$ cat config.mk
export PLATFORM = sky130hd
export DESIGN_NAME = fhrfs_ram
export DESIGN_NICKNAME = d
export VERILOG_FILES = /design/src/fhrfs_ram.sv
export SDC_FILE = /design/constraint.sdc
export NUM_CORES = 1
export LEC_CHECK = 0
export ABC_CLOCK_PERIOD_IN_PS = 1900
export BUFFER_PORTS_ARGS = -buffer_cell sky130_fd_sc_hd__buf_2
export CORE_MARGIN = 2
export CORE_UTILIZATION = 50
export DETAILED_ROUTE_END_ITERATION = 7
export GPL_TIMING_DRIVEN = 0
export PLACE_DENSITY = 0.73
export RECOVER_POWER = 25
export SLEW_MARGIN = 20
export SYNTH_ARGS = -nofsm -noshare
export SYNTH_HDL_FRONTEND = slang
export SYNTH_SLANG_ARGS = --single-unit
$ cat constraint.sdc
create_clock -name clk_i -period 1.9 [get_ports clk_i]
set_clock_uncertainty 0.15 [all_clocks]
set_input_delay 0.38 -clock clk_i [delete_from_list [all_inputs] [get_ports clk_i]]
set_output_delay 0.38 -clock clk_i [all_outputs]
set_load 0.01 [all_outputs]
$ cat src/fhrfs_ram.sv
`default_nettype none
module fhrfs_ram #(
  parameter int unsigned WIDTH = 8,
  parameter int unsigned DEPTH = 16
) (
  input  wire logic                     clk_i,
  input  wire logic                     we_i,
  input  wire logic [$clog2(DEPTH)-1:0] waddr_i,
  input  wire logic [WIDTH-1:0]         wdata_i,
  input  wire logic [$clog2(DEPTH)-1:0] raddr_i,
  output logic      [WIDTH-1:0]         rdata_o
);

  logic [WIDTH-1:0] mem_q [DEPTH];

  always_ff @(posedge clk_i) begin
    if (we_i) begin
      mem_q[waddr_i] <= wdata_i;
    end
    rdata_o <= mem_q[raddr_i];
  end

endmodule
`default_nettype wire

==> impl_metrics.tcl <==
set metrics [dict create \
    status "finished, final reports clean" \
    yosys-top-cells-area "edfxtp_1 (75%), mux4_2 (7.9%), mux4_1 (7.1%)" \
    port_buffers 24 \
    min_path_cells 1 \
    wl_per_cell_um 22.4 \
    area.growth.synth_to_final_pct 17.4 \
    die_h_um 105 \
    cp_cell_sequence "buf_2 -> or3b_2 -> nor2_1" \
    std_cell_rows 37 \
    pre_cts_slack_ns -0.329 \
    hold_viol 0 \
    hold_buffers 0 \
    pin_count 26 \
    path_buf_inv 1 \
    r2r-start "mem_q[7][7]$_DFFE_PP_" \
    path_clk_slew_ns 0.06 \
    synth_cells 229 \
    clockBufferDepth 2 \
    synth_compound_area_share_pct 2.33 \
    synth_top_family_by_area "multiplexers" \
    ys_types 19 \
    dr.first_iter.drc_count 161 \
    ys_seq_area_share_pct 77.8 \
    synth_top_area_share_pct 74.7 \
    power_frac_comb_pct 4.6 \
    drt-pass1-iter-count 4 \
    period_needed_ns 1.67 \
    cts_setup_buffers 0 \
    finalSetupViolCount 0 \
    avgSynthCellArea_um2 22.5 \
    die_w_um 105 \
    min_to "mem_q[13][2]$_DFFE_PP_" \
    ys_ff_latch 136 \
    crit_path_max_incr_delay_ns 0.64 \
    grt.total_usage_pct 19.0 \
    rr_worst_depth 3 \
    finalNetCount 290 \
    clockRootBuffer "clkbuf_8" \
    hold_class "primary input to flop" \
    synth_xor_area_share_pct 0 \
    synth-adder-area-share_pct 0 \
    startpoint "waddr_i[2]" \
    cp_data_required_time_ns 1.90 \
    synth_area_mm2 0.00515 \
    synth_top_area_cell "edfxtp_1" \
    clkSinkCount 136 \
    hold_slack_ns 0.106 \
    cp-start-kind "primary input" \
    r2r_end "rdata_o[7]$_DFF_P_" \
    internal_power_mw 5.58 \
    crit_arrival_ns 1.67 \
    cp-end-kind "flop" \
    first_global_vias 2431 \
    p_clk_share_pct 46.6 \
    grt_pass1_wl_um 14500 \
    path_delay_family "simple AND/OR/NAND/NOR gates" \
    p_per_area_mw_per_mm2 1140 \
    period_share_pct 87.7 \
    ctsResizeCount 0 \
    r2r_setup_slack_ns 0.34 \
    gr-total-overflow 0 \
    numCtsBuffers 17 \
    num_antenna_cells 0 \
    antenna_found_initial 0 \
    vias_per_cell 5.62 \
    yosys.area_share.simple_pct 3.18 \
    max_freq_mhz 600 \
    routed_wirelength_um 9430 \
    hpwl_um 5900 \
    yosys_warnings 0 \
    switching_share_pct 19.3 \
    drv_slew 0 \
    crit_type "primary input to flop" \
    final_antenna_net_count 0 \
    slew_headroom_pct 44.5 \
    p_seq_share_pct 48.8 \
    vias 2365 \
    clk_latency_ns 0.53 \
    peakVddDrop_mv 0.589 \
    crit_slowest_cell "nor2_1" \
    tns_ns 0 \
    hp-start "wdata_i[2]" \
    cp_max_fo 8 \
    final.setup.worst_slack_ns 0.233 \
    drc 0 \
    tightest_slew_ns 0.829 \
    synth_mux_area_share_pct 15.0 \
    cts_max_level 4 \
    fp.coreArea_mm2 0.0101 \
    start_util_pct 50.8 \
    rsz0062_at_grt "false" \
    grt_max_degree 17 \
    dieArea_mm2 0.0111 \
    drive_gt1_share_pct 27.7 \
    place_congestion 0.687 \
    p_sw_mw 1.34 \
    syn_nets 247 \
    drv_cap 0 \
    cts_tree "built" \
    p_leak_nw 2.01 \
]
-- power by group through the flow --
| stage | sequential (mW) | combinational, mW | clock [mW] |
|---|---|---|---|
| after floorplan | 3.44 | 0.171 | 0 |
| after global placement | 3.43 | 0.315 | 0 |
| after detailed placement | 3.43 | 0.325 | 0 |
| after CTS | 3.37 | 0.327 | 3.27 |
| after global routing | 3.38 | 0.346 | 3.40 |
| final | 3.37 | 0.320 | 3.22 |
-- registers in the layout, summed over array words and instances (netlist names) --
| register | flops |
|---|---|
| mem_q | 128 |
| rdata_o | 8 |
-- cells in the mapped netlist --
cell type	count
buf_6	3
nand3_1	1
and2b_1	1
mux4_2	18
and2_1	1
mux4_1	14
a22oi_1	16
nand2_1	9
buf_2	3
nor2b_1	1
nand3b_1	2
nand2b_1	2
dfxtp_1	8
buf_4	1
nor3_1	4
edfxtp_1	128
nor2_1	13
or3b_2	1
clkdlybuf4s25_2	3
-- metal layers --
layer / routed length (µm) / GRT usage (%) / up-vias
met5: 0 / 0 / -
met2: 4690 / 28.4 / 75
met3: 642 / 6.68 / 15
met1: 3900 / 25.5 / 1219
met4: 190 / 8.29 / 0
li1: - / - / 1056
-- how the worst max path moves through the flow --
stage / cells past startpoint / to
floorplan: 2 / mem_q[3][0]$_DFFE_PP_
global placement: 3 / mem_q[8][1]$_DFFE_PP_
detailed placement: 3 / mem_q[1][4]$_DFFE_PP_
CTS: 3 / mem_q[1][6]$_DFFE_PP_
global route: 3 / mem_q[3][7]$_DFFE_PP_
finish: 3 / mem_q[1][6]$_DFFE_PP_
-- per-stage QoR --
step | instance area (µm²) | total power, mW | std cells | utilization, %
6_report | 6040 | 6.91 | 421 | 59.6
4_1_cts | 6050 | 6.97 | 421 | 59.7
3_5_place_dp | 5460 | 3.76 | 389 | 53.8
3_3_place_gp | 5440 | 3.74 | 389 | 53.7
5_1_grt | 6040 | 7.12 | 421 | 59.6
2_1_floorplan | 5150 | 3.61 | 229 | -
-- final cells by class --
type	instances	area (µm²)
sequential	136	4000
tap	136	170
fill	715	4100
buffer	10	86.3
multi-input combinational	83	1080
timing repair buffer	24	113
clock buffer	23	467
clock inverter	9	124
-- cell families after synthesis --
logic type,Yosys count
AOI/OAI and AO/OA,16
buffers and inverters,10
DFF,136
muxes,32
and+or+nand+nor,35
-- cell usage in the layout, fill, tap and decap left out, types with 2 or more instances in the layout --
cell type,instances
edfxtp_1,128
buf_2,21
mux4_2,18
a22oi_1,16
clkbuf_16,16
mux4_1,14
nor2_1,13
nand2_1,9
clkbuf_1,9
dfxtp_1,8
nor3_2,4
clkbuf_8,4
buf_6,3
clkdlybuf4s25_2,3
bufinv_16,3
clkinv_2,3
nand3b_1,2
nand2b_1,2
clkinvlp_4,2
(Power assumes the default switching activity.)
